[src/hw/rtl/midi_track_event_parser_core_assert.svh]
// assertion macros shared by the parser rtl
`ifndef MIDI_TRACK_EVENT_PARSER_CORE_ASSERT_SVH
`define MIDI_TRACK_EVENT_PARSER_CORE_ASSERT_SVH

// same-cycle implication, checked only out of reset
`define MTEP_ASSERT_IMPLY(label, clk, rst_n, ante, cons) \
    label: assert property (@(posedge clk) disable iff (!(rst_n)) (ante) |-> (cons)) \
        else $error("mtep assertion failed");

// next-cycle implication, checked only out of reset
`define MTEP_ASSERT_NEXT(label, clk, rst_n, ante, cons) \
    label: assert property (@(posedge clk) disable iff (!(rst_n)) (ante) |=> (cons)) \
        else $error("mtep assertion failed");

`endif

[src/hw/rtl/mtep_pkg.sv]
package mtep_pkg;

    localparam int unsigned QTY_W = 28;

    typedef enum logic [2:0] {
        PH_DELTA  = 3'd0,
        PH_STATUS = 3'd1,
        PH_META   = 3'd2,
        PH_LEN    = 3'd3,
        PH_DATA   = 3'd4
    } phase_t;

    localparam logic [2:0] ROLE_DELTA  = 3'd0;
    localparam logic [2:0] ROLE_STATUS = 3'd1;
    localparam logic [2:0] ROLE_META   = 3'd2;
    localparam logic [2:0] ROLE_LEN    = 3'd3;
    localparam logic [2:0] ROLE_DATA   = 3'd4;
    localparam logic [2:0] ROLE_SKIP   = 3'd5;

    localparam logic [1:0] KIND_CHAN  = 2'd0;
    localparam logic [1:0] KIND_SYSF0 = 2'd1;
    localparam logic [1:0] KIND_SYSF7 = 2'd2;
    localparam logic [1:0] KIND_META  = 2'd3;

    localparam logic [1:0] ERR_NONE      = 2'd0;
    localparam logic [1:0] ERR_TOO_LONG  = 2'd1;
    localparam logic [1:0] ERR_NO_RUN    = 2'd2;
    localparam logic [1:0] ERR_UNDEFINED = 2'd3;

    localparam logic [7:0] STATUS_MIN    = 8'h80;
    localparam logic [7:0] STATUS_SYSTEM = 8'hF0;
    localparam logic [7:0] STATUS_SYSF0  = 8'hF0;
    localparam logic [7:0] STATUS_SYSF7  = 8'hF7;
    localparam logic [7:0] STATUS_META   = 8'hFF;
    localparam logic [7:0] META_END_TRACK = 8'h2F;

    // program change and channel pressure carry one data byte, the rest two
    function automatic logic [1:0] chan_len(input logic [7:0] st);
        logic [1:0] len;
        len = (st >= 8'hC0 && st <= 8'hDF) ? 2'd1 : 2'd2;
        return len;
    endfunction

endpackage

[src/hw/rtl/midi_track_event_parser_core.sv]
// Track event parser for a standard midi file track body. One byte of the
// track body enters per item on the s_ channel and every byte gives exactly
// one result item on the m_ channel, which labels the byte (delta, status,
// meta type, length, data or skipped), carries the event's delta time,
// effective status, meta type and payload length, and flags event end, end
// of track (meta 2F) and errors. Running status is armed by channel messages
// and cancelled by sysex and meta events and by undefined status bytes. Any
// error drops the event and the next byte starts a new delta time. Rate: one
// byte per clock cycle sustained while m_ready keeps up; the result register
// loads on acceptance, and the single state update per byte (quantity shift-in,
// status decode, 28-bit payload position add) sits between the parser state
// registers and the result register. s_ready stays high while the result
// register is empty or being taken in the same cycle.
`include "midi_track_event_parser_core_assert.svh"

module midi_track_event_parser_core
    import mtep_pkg::*;
#(
    parameter int unsigned MAX_QUANTITY_BYTES = 4
) (
    input  logic              aclk,
    input  logic              aresetn,
    // byte input
    input  logic              s_valid,
    output logic              s_ready,
    input  logic [7:0]        s_in_byte,
    // result output
    output logic              m_valid,
    input  logic              m_ready,
    output logic [2:0]        m_byte_role,
    output logic [1:0]        m_event_kind,
    output logic [QTY_W-1:0]  m_delta_ticks,
    output logic [7:0]        m_status_value,
    output logic [7:0]        m_meta_kind,
    output logic [QTY_W-1:0]  m_payload_length,
    output logic [7:0]        m_payload_byte,
    output logic [QTY_W-1:0]  m_payload_index,
    output logic              m_event_done,
    output logic              m_track_end,
    output logic              m_running_used,
    output logic [1:0]        m_error_code
);

    // quantity byte counter only has to reach the byte limit
    localparam int unsigned CNT_W = $clog2(MAX_QUANTITY_BYTES + 1);

    // parser state
    phase_t             phase_reg, phase_next;
    logic [QTY_W-1:0]   acc_reg, acc_next;
    logic [CNT_W-1:0]   cnt_reg, cnt_next;
    logic [QTY_W-1:0]   held_delta_reg, held_delta_next;
    logic [7:0]         cur_status_reg, cur_status_next;
    logic [7:0]         rs_value_reg, rs_value_next;
    logic               rs_valid_reg, rs_valid_next;
    logic [1:0]         cur_kind_reg, cur_kind_next;
    logic [7:0]         cur_meta_reg, cur_meta_next;
    logic [QTY_W-1:0]   remain_reg, remain_next;
    logic [QTY_W-1:0]   pos_reg, pos_next;

    // result register
    logic               m_valid_reg, m_valid_next;
    logic [2:0]         role_reg, role_next;
    logic [1:0]         kind_reg, kind_next;
    logic [QTY_W-1:0]   delta_reg, delta_next;
    logic [7:0]         status_reg, status_next;
    logic [7:0]         meta_reg, meta_next;
    logic [QTY_W-1:0]   plen_reg, plen_next;
    logic [7:0]         pbyte_reg, pbyte_next;
    logic [QTY_W-1:0]   pidx_reg, pidx_next;
    logic               done_reg, done_next;
    logic               tend_reg, tend_next;
    logic               run_reg, run_next;
    logic [1:0]         err_reg, err_next;

    logic               s_fire;
    logic [7:0]         b;

    // shared decode of the incoming byte
    logic               qty_phase;
    logic [QTY_W-1:0]   acc_src;
    logic [CNT_W-1:0]   cnt_src;
    logic [QTY_W-1:0]   acc_shift;
    logic [CNT_W:0]     cnt_inc;
    logic               qty_too_long;
    logic               qty_last;
    logic [1:0]         rs_len;
    logic [1:0]         b_len;
    logic [QTY_W-1:0]   remain_dec;
    logic               is_end_track;
    logic               clear_event;

    assign s_ready = !m_valid_reg || m_ready;
    assign s_fire  = s_valid && s_ready;
    assign b       = s_in_byte;

    // an unused phase code behaves as a fresh delta time
    assign qty_phase    = (phase_reg == PH_DELTA) || (phase_reg == PH_LEN);
    assign acc_src      = qty_phase ? acc_reg : '0;
    assign cnt_src      = qty_phase ? cnt_reg : '0;
    assign acc_shift    = {acc_src[QTY_W-8:0], b[6:0]};
    assign cnt_inc      = {1'b0, cnt_src} + (CNT_W + 1)'(1);
    assign qty_last     = !b[7];
    assign qty_too_long = b[7] && (cnt_inc >= (CNT_W + 1)'(MAX_QUANTITY_BYTES));
    assign rs_len       = chan_len(rs_value_reg);
    assign b_len        = chan_len(b);
    assign remain_dec   = (remain_reg != '0) ? remain_reg - QTY_W'(1) : remain_reg;
    assign is_end_track = (cur_kind_reg == KIND_META) && (cur_meta_reg == META_END_TRACK);

    // phase sequencing
    always_comb begin
        phase_next = phase_reg;
        unique case (phase_reg)
            PH_STATUS: begin
                if (b < STATUS_MIN) begin
                    if (!rs_valid_reg || rs_len == 2'd1) begin
                        phase_next = PH_DELTA;
                    end else begin
                        phase_next = PH_DATA;
                    end
                end else if (b < STATUS_SYSTEM) begin
                    phase_next = PH_DATA;
                end else if (b == STATUS_SYSF0 || b == STATUS_SYSF7) begin
                    phase_next = PH_LEN;
                end else if (b == STATUS_META) begin
                    phase_next = PH_META;
                end else begin
                    phase_next = PH_DELTA;
                end
            end
            PH_META: begin
                phase_next = PH_LEN;
            end
            PH_LEN: begin
                if (qty_too_long) begin
                    phase_next = PH_DELTA;
                end else if (qty_last) begin
                    phase_next = (acc_shift == '0) ? PH_DELTA : PH_DATA;
                end
            end
            PH_DATA: begin
                if (remain_dec == '0) begin
                    phase_next = PH_DELTA;
                end
            end
            default: begin
                if (qty_too_long) begin
                    phase_next = PH_DELTA;
                end else if (qty_last) begin
                    phase_next = PH_STATUS;
                end else begin
                    phase_next = PH_DELTA;
                end
            end
        endcase
    end

    // event registers and result fields
    always_comb begin
        acc_next        = acc_reg;
        cnt_next        = cnt_reg;
        held_delta_next = held_delta_reg;
        cur_status_next = cur_status_reg;
        rs_value_next   = rs_value_reg;
        rs_valid_next   = rs_valid_reg;
        cur_kind_next   = cur_kind_reg;
        cur_meta_next   = cur_meta_reg;
        remain_next     = remain_reg;
        pos_next        = pos_reg;
        clear_event     = 1'b0;

        role_next  = ROLE_DELTA;
        kind_next  = '0;
        delta_next = '0;
        status_next = '0;
        meta_next  = '0;
        plen_next  = '0;
        pbyte_next = '0;
        pidx_next  = '0;
        done_next  = 1'b0;
        tend_next  = 1'b0;
        run_next   = 1'b0;
        err_next   = ERR_NONE;

        unique case (phase_reg)
            PH_STATUS: begin
                if (b < STATUS_MIN) begin
                    if (!rs_valid_reg) begin
                        err_next    = ERR_NO_RUN;
                        clear_event = 1'b1;
                    end else begin
                        // running status turns this byte into the first data byte
                        cur_status_next = rs_value_reg;
                        cur_kind_next   = KIND_CHAN;
                        role_next       = ROLE_DATA;
                        kind_next       = KIND_CHAN;
                        delta_next      = held_delta_reg;
                        status_next     = rs_value_reg;
                        meta_next       = cur_meta_reg;
                        plen_next       = QTY_W'(rs_len);
                        pbyte_next      = b;
                        run_next        = 1'b1;
                        if (rs_len == 2'd1) begin
                            done_next   = 1'b1;
                            clear_event = 1'b1;
                        end else begin
                            remain_next = QTY_W'(1);
                            pos_next    = QTY_W'(1);
                        end
                    end
                end else if (b < STATUS_SYSTEM) begin
                    // channel message re-arms running status
                    cur_status_next = b;
                    cur_kind_next   = KIND_CHAN;
                    rs_value_next   = b;
                    rs_valid_next   = 1'b1;
                    remain_next     = QTY_W'(b_len);
                    pos_next        = '0;
                    role_next       = ROLE_STATUS;
                    kind_next       = KIND_CHAN;
                    delta_next      = held_delta_reg;
                    status_next     = b;
                    meta_next       = cur_meta_reg;
                    plen_next       = QTY_W'(b_len);
                end else if (b == STATUS_SYSF0 || b == STATUS_SYSF7 || b == STATUS_META) begin
                    rs_valid_next   = 1'b0;
                    cur_status_next = b;
                    if (b == STATUS_SYSF0) begin
                        cur_kind_next = KIND_SYSF0;
                    end else if (b == STATUS_SYSF7) begin
                        cur_kind_next = KIND_SYSF7;
                    end else begin
                        cur_kind_next = KIND_META;
                    end
                    acc_next    = '0;
                    cnt_next    = '0;
                    role_next   = ROLE_STATUS;
                    kind_next   = cur_kind_next;
                    delta_next  = held_delta_reg;
                    status_next = b;
                    meta_next   = cur_meta_reg;
                end else begin
                    rs_valid_next = 1'b0;
                    err_next      = ERR_UNDEFINED;
                    clear_event   = 1'b1;
                end
            end
            PH_META: begin
                cur_meta_next = b;
                acc_next      = '0;
                cnt_next      = '0;
                role_next     = ROLE_META;
                kind_next     = cur_kind_reg;
                delta_next    = held_delta_reg;
                status_next   = cur_status_reg;
                meta_next     = b;
            end
            PH_LEN: begin
                if (qty_too_long) begin
                    err_next    = ERR_TOO_LONG;
                    clear_event = 1'b1;
                end else begin
                    acc_next    = acc_shift;
                    cnt_next    = cnt_inc[CNT_W-1:0];
                    role_next   = ROLE_LEN;
                    kind_next   = cur_kind_reg;
                    delta_next  = held_delta_reg;
                    status_next = cur_status_reg;
                    meta_next   = cur_meta_reg;
                    plen_next   = acc_shift;
                    if (qty_last) begin
                        if (acc_shift == '0) begin
                            // zero-length event ends on its last length byte
                            done_next   = 1'b1;
                            tend_next   = is_end_track;
                            clear_event = 1'b1;
                        end else begin
                            remain_next = acc_shift;
                            pos_next    = '0;
                        end
                    end
                end
            end
            PH_DATA: begin
                role_next   = ROLE_DATA;
                kind_next   = cur_kind_reg;
                delta_next  = held_delta_reg;
                status_next = cur_status_reg;
                meta_next   = cur_meta_reg;
                plen_next   = pos_reg + remain_reg;
                pbyte_next  = b;
                pidx_next   = pos_reg;
                pos_next    = pos_reg + QTY_W'(1);
                remain_next = remain_dec;
                if (remain_dec == '0) begin
                    done_next   = 1'b1;
                    tend_next   = is_end_track;
                    clear_event = 1'b1;
                end
            end
            default: begin
                // delta time, also the start after a dropped or finished event
                held_delta_next = '0;
                cur_status_next = '0;
                cur_kind_next   = '0;
                cur_meta_next   = '0;
                remain_next     = '0;
                pos_next        = '0;
                if (qty_too_long) begin
                    err_next    = ERR_TOO_LONG;
                    clear_event = 1'b1;
                end else begin
                    role_next  = ROLE_DELTA;
                    delta_next = acc_shift;
                    if (qty_last) begin
                        held_delta_next = acc_shift;
                        acc_next        = '0;
                        cnt_next        = '0;
                    end else begin
                        acc_next = acc_shift;
                        cnt_next = cnt_inc[CNT_W-1:0];
                    end
                end
            end
        endcase

        if (err_next != ERR_NONE) begin
            // a dropped byte reports only its error, as a skipped byte that ends the event
            role_next   = ROLE_SKIP;
            kind_next   = '0;
            delta_next  = '0;
            status_next = '0;
            meta_next   = '0;
            plen_next   = '0;
            pbyte_next  = '0;
            pidx_next   = '0;
            done_next   = 1'b1;
            tend_next   = 1'b0;
            run_next    = 1'b0;
        end

        if (clear_event) begin
            acc_next        = '0;
            cnt_next        = '0;
            held_delta_next = '0;
            cur_status_next = '0;
            cur_kind_next   = '0;
            cur_meta_next   = '0;
            remain_next     = '0;
            pos_next        = '0;
        end
    end

    assign m_valid_next = s_fire || (m_valid_reg && !m_ready);

    // control state
    always_ff @(posedge aclk) begin
        if (!aresetn) begin
            phase_reg      <= PH_DELTA;
            acc_reg        <= '0;
            cnt_reg        <= '0;
            held_delta_reg <= '0;
            cur_status_reg <= '0;
            rs_value_reg   <= '0;
            rs_valid_reg   <= 1'b0;
            cur_kind_reg   <= '0;
            cur_meta_reg   <= '0;
            remain_reg     <= '0;
            pos_reg        <= '0;
            m_valid_reg    <= 1'b0;
        end else begin
            m_valid_reg <= m_valid_next;
            if (s_fire) begin
                phase_reg      <= phase_next;
                acc_reg        <= acc_next;
                cnt_reg        <= cnt_next;
                held_delta_reg <= held_delta_next;
                cur_status_reg <= cur_status_next;
                rs_value_reg   <= rs_value_next;
                rs_valid_reg   <= rs_valid_next;
                cur_kind_reg   <= cur_kind_next;
                cur_meta_reg   <= cur_meta_next;
                remain_reg     <= remain_next;
                pos_reg        <= pos_next;
            end
        end
    end

    // result payload, loaded on every accepted byte
    always_ff @(posedge aclk) begin
        if (s_fire) begin
            role_reg   <= role_next;
            kind_reg   <= kind_next;
            delta_reg  <= delta_next;
            status_reg <= status_next;
            meta_reg   <= meta_next;
            plen_reg   <= plen_next;
            pbyte_reg  <= pbyte_next;
            pidx_reg   <= pidx_next;
            done_reg   <= done_next;
            tend_reg   <= tend_next;
            run_reg    <= run_next;
            err_reg    <= err_next;
        end
    end

    assign m_valid          = m_valid_reg;
    assign m_byte_role      = role_reg;
    assign m_event_kind     = kind_reg;
    assign m_delta_ticks    = delta_reg;
    assign m_status_value   = status_reg;
    assign m_meta_kind      = meta_reg;
    assign m_payload_length = plen_reg;
    assign m_payload_byte   = pbyte_reg;
    assign m_payload_index  = pidx_reg;
    assign m_event_done     = done_reg;
    assign m_track_end      = tend_reg;
    assign m_running_used   = run_reg;
    assign m_error_code     = err_reg;

    // an error item is always a skipped byte that closes the event
    `MTEP_ASSERT_IMPLY(a_err_skip, aclk, aresetn, m_valid && (m_error_code != ERR_NONE), (m_byte_role == ROLE_SKIP) && m_event_done)

    // end of track is only reported on the byte that closes the event
    `MTEP_ASSERT_IMPLY(a_tend_done, aclk, aresetn, m_valid && m_track_end, m_event_done && (m_event_kind == KIND_META))

    // running status only ever produces a channel data byte
    `MTEP_ASSERT_IMPLY(a_run_data, aclk, aresetn, m_valid && m_running_used, (m_byte_role == ROLE_DATA) && m_status_value[7] && (m_event_kind == KIND_CHAN))

    // a dropped or finished event restarts at delta time
    `MTEP_ASSERT_NEXT(a_restart, aclk, aresetn, s_fire && done_next, phase_reg == PH_DELTA)

endmodule
[config.mk]
export PLATFORM = sky130hd
export DESIGN_NAME = midi_track_event_parser_core
export DESIGN_NICKNAME = d
export VERILOG_FILES = /design/src/hw/rtl/mtep_pkg.sv /design/src/hw/rtl/midi_track_event_parser_core.sv
export VERILOG_INCLUDE_DIRS = /design/src /design/src/hw/rtl
export SDC_FILE = /design/constraint.sdc
export NUM_CORES = 1
export LEC_CHECK = 0
export BUFFER_PORTS_ARGS = -buffer_cell sky130_fd_sc_hd__clkbuf_2
export CAP_MARGIN = 20
export CORE_ASPECT_RATIO = 0.7
export CORE_MARGIN = 1
export CORE_UTILIZATION = 55
export CTS_BUF_LIST = sky130_fd_sc_hd__clkbuf_4
export CTS_CLUSTER_DIAMETER = 50
export DETAILED_ROUTE_END_ITERATION = 8
export GPL_TIMING_DRIVEN = 0
export PLACE_DENSITY = 0.8
export SLEW_MARGIN = 5
export SYNTH_ARGS = -nofsm -noshare
export SYNTH_HDL_FRONTEND = slang
export SYNTH_SLANG_ARGS = --single-unit
[constraint.sdc]
create_clock -name aclk -period 7.6 [get_ports aclk]
set_clock_uncertainty 0.15 [all_clocks]
set_input_delay 1.52 -clock aclk [delete_from_list [all_inputs] [get_ports aclk]]
set_output_delay 1.52 -clock aclk [all_outputs]
set_load 0.02 [all_outputs]
* Yosys cells after proc, flatten, opt, wreduce, memory -nomap -nowiden
Index checks and enable logic that the tools add are counted.
** Operators by class
- Shift operators :: 0
- $add $sub $neg :: 4
- Reduce and logical (&&, ||, !) cells :: 34
- Order comparisons :: 7
- Bitwise logic cells :: 3
- Divide/modulo/power cells :: 0
- Equality and inequality tests :: 28
- Mux-type cells :: 134
- $mul :: 0
** Operator list (count)
- $mux W28 :: 26
- $pmux W28 S4 :: 2
- $mux W21 :: 8
- $pmux W28 S3 :: 2
- $mux W8 :: 18
- $pmux W21 S4 :: 1
- $logic_not A28 Y1 :: 2
- $mux W3 :: 17
- $pmux W8 S2 :: 3
- $mux W2 :: 21
- $pmux W3 S4 :: 3
- $pmux W8 S4 :: 1
- $add A28 B1 Y28 const B :: 1
- $add A28 B28 Y28 :: 1
- $reduce_bool A28 Y1 :: 1
- $sub A28 B1 Y28 const B :: 1
- $mux W1 :: 25
- $eq A8 B8 Y1 const B :: 3
- $pmux W8 S3 :: 1
- $ne A3 B3 Y1 const B :: 7
- $ge A8 B8 Y1 const B :: 2
- $le A8 B8 Y1 const B :: 2
- $lt A8 B8 Y1 const B :: 2
- $ne A4 B4 Y1 const B :: 3
- other kinds (31) :: 57
** Word-level totals
- Input port bits :: 12
- RAM bits :: 0
- Memories kept :: 0
- Flip-flop bits (word level) :: 257
- ROM bits :: 0
- Bits in latches :: 0
- Word-level logic and storage cells :: 234

* Logic depth before layout (Yosys ltp)
- Depth after elaboration :: 10
- Mapped depth :: 18

* Worst setup path after synthesis
Ideal clock, no wire load.
- Path kind :: in2reg
- From :: input m_ready
- To :: register pos_reg[27]
- Setup time :: 126 ps
- Setup slack :: 1324 ps
- Data required time :: 7324 ps
- Buffers on the path :: 1
- Arrival time :: 6000 ps
- Stages on the path :: 10
- Cells stage by stage :: nand2b_1 nand2_1 clkinv_1 o21ai_0 o21ai_0 and3_1 clkbuf_1 nand3_1 xor2_1 nor2_1
** On the way
- Cells in the longest elaborated chain, start to end :: 3
** RTL lines
- start, declared :: line midi_track_event_parser_core.sv:29 : input logic m_ready,
- $logic_or A1 B1 Y1 :: line midi_track_event_parser_core.sv:92 : assign s_ready = !m_valid_reg || m_ready;
- $logic_and A1 B1 Y1 :: line midi_track_event_parser_core.sv:93 : assign s_fire = s_valid && s_ready;
- named net s_fire :: line midi_track_event_parser_core.sv:75 : logic s_fire;
- $reduce_and A8 Y1 (no source line)
- end signal, assigned :: line midi_track_event_parser_core.sv:383 : pos_reg <= pos_next;
- end, declared :: line midi_track_event_parser_core.sv:58 : logic [QTY_W-1:0] pos_reg, pos_next;
The timed path passes the listed nets, and every way through them passes these cells.
A chain may end at the register's enable or synchronous reset.

* Worst setup path after layout
- From :: register phase_reg[1]
- To :: register pos_reg[12]
** On the way
- Cells in the longest elaborated chain, start to end :: 10
- Elaborated cells between the ends (all ways) :: 27
** RTL lines
- start, declared :: line midi_track_event_parser_core.sv:48 : phase_t phase_reg, phase_next;
- start signal, assigned :: line midi_track_event_parser_core.sv:373 : phase_reg <= phase_next;
- $eq A3 B2 Y1 or $logic_not A3 Y1 (tied branches) :: line midi_track_event_parser_core.sv:97, midi_track_event_parser_core.sv:184
- $logic_or A1 B1 Y1 :: line midi_track_event_parser_core.sv:97 : assign qty_phase = (phase_reg == PH_DELTA) || (phase_reg == PH_LEN);
- $mux W3 or $mux W21 (tied branches) :: line midi_track_event_parser_core.sv:99, midi_track_event_parser_core.sv:98
- $add A3 B1 Y4 or $logic_not A28 Y1 (tied branches) :: line midi_track_event_parser_core.sv:101, midi_track_event_parser_core.sv:271
- $ge A4 B3 Y1 or $mux W1 (tied branches) :: line midi_track_event_parser_core.sv:103, midi_track_event_parser_core.sv:271
- $logic_and A1 B1 Y1 or $mux W1 (tied branches) :: line midi_track_event_parser_core.sv:103, midi_track_event_parser_core.sv:270
- $mux W1 (on tied branches) :: line midi_track_event_parser_core.sv:308, midi_track_event_parser_core.sv:258
- $pmux W1 S4 :: line midi_track_event_parser_core.sv:184 : unique case (phase_reg)
- $ne A4 B4 Y1 (no source line), or another cell as far along
- $reduce_and A8 Y1 (no source line)
Parallel ways exist; a longest one is shown, timed or not.

==> metrics.txt <==
Detail Route Antenna Nets=0; max_slew headroom=28.1%; commonest non-fill, non-tap cells in the layout=139 x sky130_fd_sc_hd__dfxtp_1, 131 x sky130_fd_sc_hd__clkbuf_2, 118 x sky130_fd_sc_hd__edfxtp_1, 110 x sky130_fd_sc_hd__nor2_1, 104 x sky130_fd_sc_hd__nand2_1; number of DRC violations after detailed routing=0; antenna violations before repair=2; peak supply drop=0.141 mV; core area=22800 um2; fraction of post-synthesis cell area in the top cell type by area=27.5%; maximum frequency from static timing analysis=183 MHz; classification of the worst-slack hold path=flop to flop; summed instance area of the synthesized netlist=12900 um2; maximum number of pins on one net before global-route repair=72; count of hold-fix buffers inserted at cts=0; proportion of layout cells with a drive suffix above 1=18.3%; Filler Cells Inserted=1904; cells resized by post-CTS repair=0; area growth from synthesis to layout=15.0%; Ys Warns=0; required time of the critical path=8.03 ns; Sinks on Clock Net=257; number of vias in the routed layout=11600; Clk Tree Root Cell=sky130_fd_sc_hd__clkbuf_4; Avg Vias per Cell=6.26; TritonCTS clock tree=yes; Pins Over Slew Limit=0; post-synthesis cell count=1292; GRT Overall Usage=31.8%; Final Routed Wirelength=38400 um; Seq. cell area=6330 um2; CTS Buf Count=60; cell at the slowest stage of the critical path=sky130_fd_sc_hd__a311oi_1; # IOs=132; Placement Rows=46; Overflow after GRT=0; drt initial violations=1570; register clock-pin slew on the reported worst setup and hold paths=0.07 ns; height of the chip=130 um; biggest area consumer among synthesized cells=sky130_fd_sc_hd__edfxtp_1; number of unique standard cell types used by synthesis=80; wire length of the first global-routing pass=58800 um; end-of-flow core utilization=64.9%; Post-synth EDFFs=118; multi-input gate area in the final layout=6070 um2; Initial Utilization=56.4%; wire length per cell=20.7 um; register bit count reported by yosys=257; status=finished clean; Worst Path Arrival=5.90 ns; Pwr Total=3210 uW; longest individual stage delay on the worst path=0.80 ns; number of input and output port buffers inserted=131; horizontal extent of the die=185 um; Post-synth top flop=sky130_fd_sc_hd__dfxtp_1; commonest non-fill, non-tap cell in the layout=sky130_fd_sc_hd__dfxtp_1; critical path class=flop to flop; clock network latency to the later pin of the worst-skew pair=0.72 ns; async set-or-reset flop fraction in the synthesized netlist=0%; detailed placer's ending HPWL=27400 um; Critical Path Start Type=flop; Hold Vio Cnt, Final=0; synthesized net count=1336; largest cells by area after synthesis=sky130_fd_sc_hd__edfxtp_1 27%, sky130_fd_sc_hd__dfxtp_1 22%, sky130_fd_sc_hd__a32o_1 3.6%; RSZ-0062 raised after global routing=no; maximum root-to-sink buffer count=3; min setup slack post-route=2.13 ns; Static Leakage=0.00592 uW; Cell Pwr Density=217 nW/um2; critical path, cell by cell=clkbuf_1 -> or2_2 -> a21oi_1 -> clkbuf_1 -> nand2_1 -> inv_1 -> ha_1 -> a31oi_1 -> a311oi_1 -> o21ai_0 -> o21ai_0 -> nand4_1 -> nor2_1 -> xnor2_1 -> nor2_2; mean area per synthesized cell=9.98 um2; Final Cycle Share=72.0%; transition time at the pin with the least slew margin=1.06 ns; Final #Nets=1532; Critical Path Fanout Max=10; number of global-route vias before repair=10300; post-CTS setup buffer count=0; final setup vio count=0; Die ar.=24100 um2; max-capacitance violation count=0; # H-tree levels=2; final weighted congestion in routability-driven placement=0.985; post-place setup slack=2.29 ns; CP Capture Type=flop; clock period minus final worst setup slack=5.47 ns; detailed-routing iteration count for the pre-antenna-repair pass=6; sequential cell area fraction in the yosys report=49.1%
-- kinds of logic (layout without fill, tap and decap cells) --
family / after synthesis / in the layout / synth area share (%)
simple gates: 461 / 461 / 18.5
compound gates: 346 / 346 / 20.0
flops: 257 / 257 / 49.1
buf+inv: 118 / 365 / 3.95
xor+xnor: 67 / 67 / 4.55
fa+ha+maj: 32 / 32 / 3.16
mux: 11 / 11 / 0.864
other cells: 0 / 2 / 0
-- synthesized netlist by cell type (4+ instances only) --
cell type	count
sky130_fd_sc_hd__a21oi_1	39
sky130_fd_sc_hd__a311oi_1	4
sky130_fd_sc_hd__a21o_1	8
sky130_fd_sc_hd__a22o_1	52
sky130_fd_sc_hd__clkbuf_1	72
sky130_fd_sc_hd__a21boi_0	4
sky130_fd_sc_hd__or3_1	6
sky130_fd_sc_hd__a22oi_1	28
sky130_fd_sc_hd__and2_1	6
sky130_fd_sc_hd__a221o_1	6
sky130_fd_sc_hd__inv_1	25
sky130_fd_sc_hd__mux2i_1	10
sky130_fd_sc_hd__o21ai_0	89
sky130_fd_sc_hd__buf_6	7
sky130_fd_sc_hd__o31ai_1	4
sky130_fd_sc_hd__nand3_1	43
sky130_fd_sc_hd__nand2_1	104
sky130_fd_sc_hd__a31oi_1	8
sky130_fd_sc_hd__buf_2	5
sky130_fd_sc_hd__nand2b_1	16
sky130_fd_sc_hd__nor3_1	24
sky130_fd_sc_hd__nor2b_1	15
sky130_fd_sc_hd__o21a_1	6
sky130_fd_sc_hd__xor2_1	33
sky130_fd_sc_hd__nor2_2	10
sky130_fd_sc_hd__ha_1	31
sky130_fd_sc_hd__nand4_1	28
sky130_fd_sc_hd__xnor2_1	34
sky130_fd_sc_hd__or4_1	9
sky130_fd_sc_hd__a32o_1	46
sky130_fd_sc_hd__and3_1	45
sky130_fd_sc_hd__o41ai_1	6
sky130_fd_sc_hd__nor4_1	18
sky130_fd_sc_hd__a211oi_1	8
sky130_fd_sc_hd__o221a_2	4
sky130_fd_sc_hd__edfxtp_1	118
sky130_fd_sc_hd__buf_1	7
sky130_fd_sc_hd__dfxtp_1	139
sky130_fd_sc_hd__nor2_1	110
-- routing by layer --
layer / vias to the layer above / track usage (%) / part of all wire [%]
li1: 5319 / - / -
met1: 5555 / 49.0 / 47
met2: 642 / 44.4 / 41
met3: 84 / 5.55 / 9.4
met4: 0 / 10.8 / 2.4
met5: - / 0 / 0
-- report_power, final --
group | internal [uW] | switching [uW] | leakage, uW
Sequential | 1500 | 26.7 | 0.00231
Clock | 616 | 570 | 0.000484
Combinational | 124 | 375 | 0.00313
-- critical path: cells and delay by family (launching register included) --
family / cells / cell delay (ns)
flip-flops: 1 / 0.30
AND/OR/NAND/NOR: 5 / 1.50
AO/OA/AOI/OAI: 5 / 2.29
adder cells (fa/ha/maj): 1 / 0.21
XOR/XNOR: 1 / 0.17
buffers and inverters: 3 / 0.72
-- stage by stage --
step                hold slack, ns  std cells  TNS (ns)  cell area (um2)
floorplan                    0.291       1292         0            12900
global placement             0.297       1735    -34.42            13900
detailed placement           0.307       1737         0            14000
CTS                          0.321       1850         0            14800
global route                 0.336       1853         0            14800
finish                       0.320       1853         0            14800
-- area by class of cell --
| cell class | count | share of cell area [%] |
|---|---|---|
| Tap cell | 312 | 2.63 |
| Buffer | 91 | 2.70 |
| Multi-Input combinational cell | 917 | 40.9 |
| Timing Repair Buffer | 134 | 4.69 |
| Sequential cell | 257 | 42.7 |
| Inverter | 27 | 0.768 |
| Antenna cell | 2 | 0.0337 |
| Clock buffer | 90 | 4.56 |
| Clock inverter | 23 | 1.05 |
-- worst paths after layout --
kind	from	endpoint	slack (ns)	cells after the start
hold / removal	cur_meta_reg[5]	cur_meta_reg[5]	0.32	2
setup / recovery	phase_reg[1]	pos_reg[12]	2.13	15
setup reg to reg	phase_reg[1]	pos_reg[12]	2.13	15
hold reg to reg	cur_meta_reg[5]	cur_meta_reg[5]	0.32	2
Power figures use the tool's default switching activity.
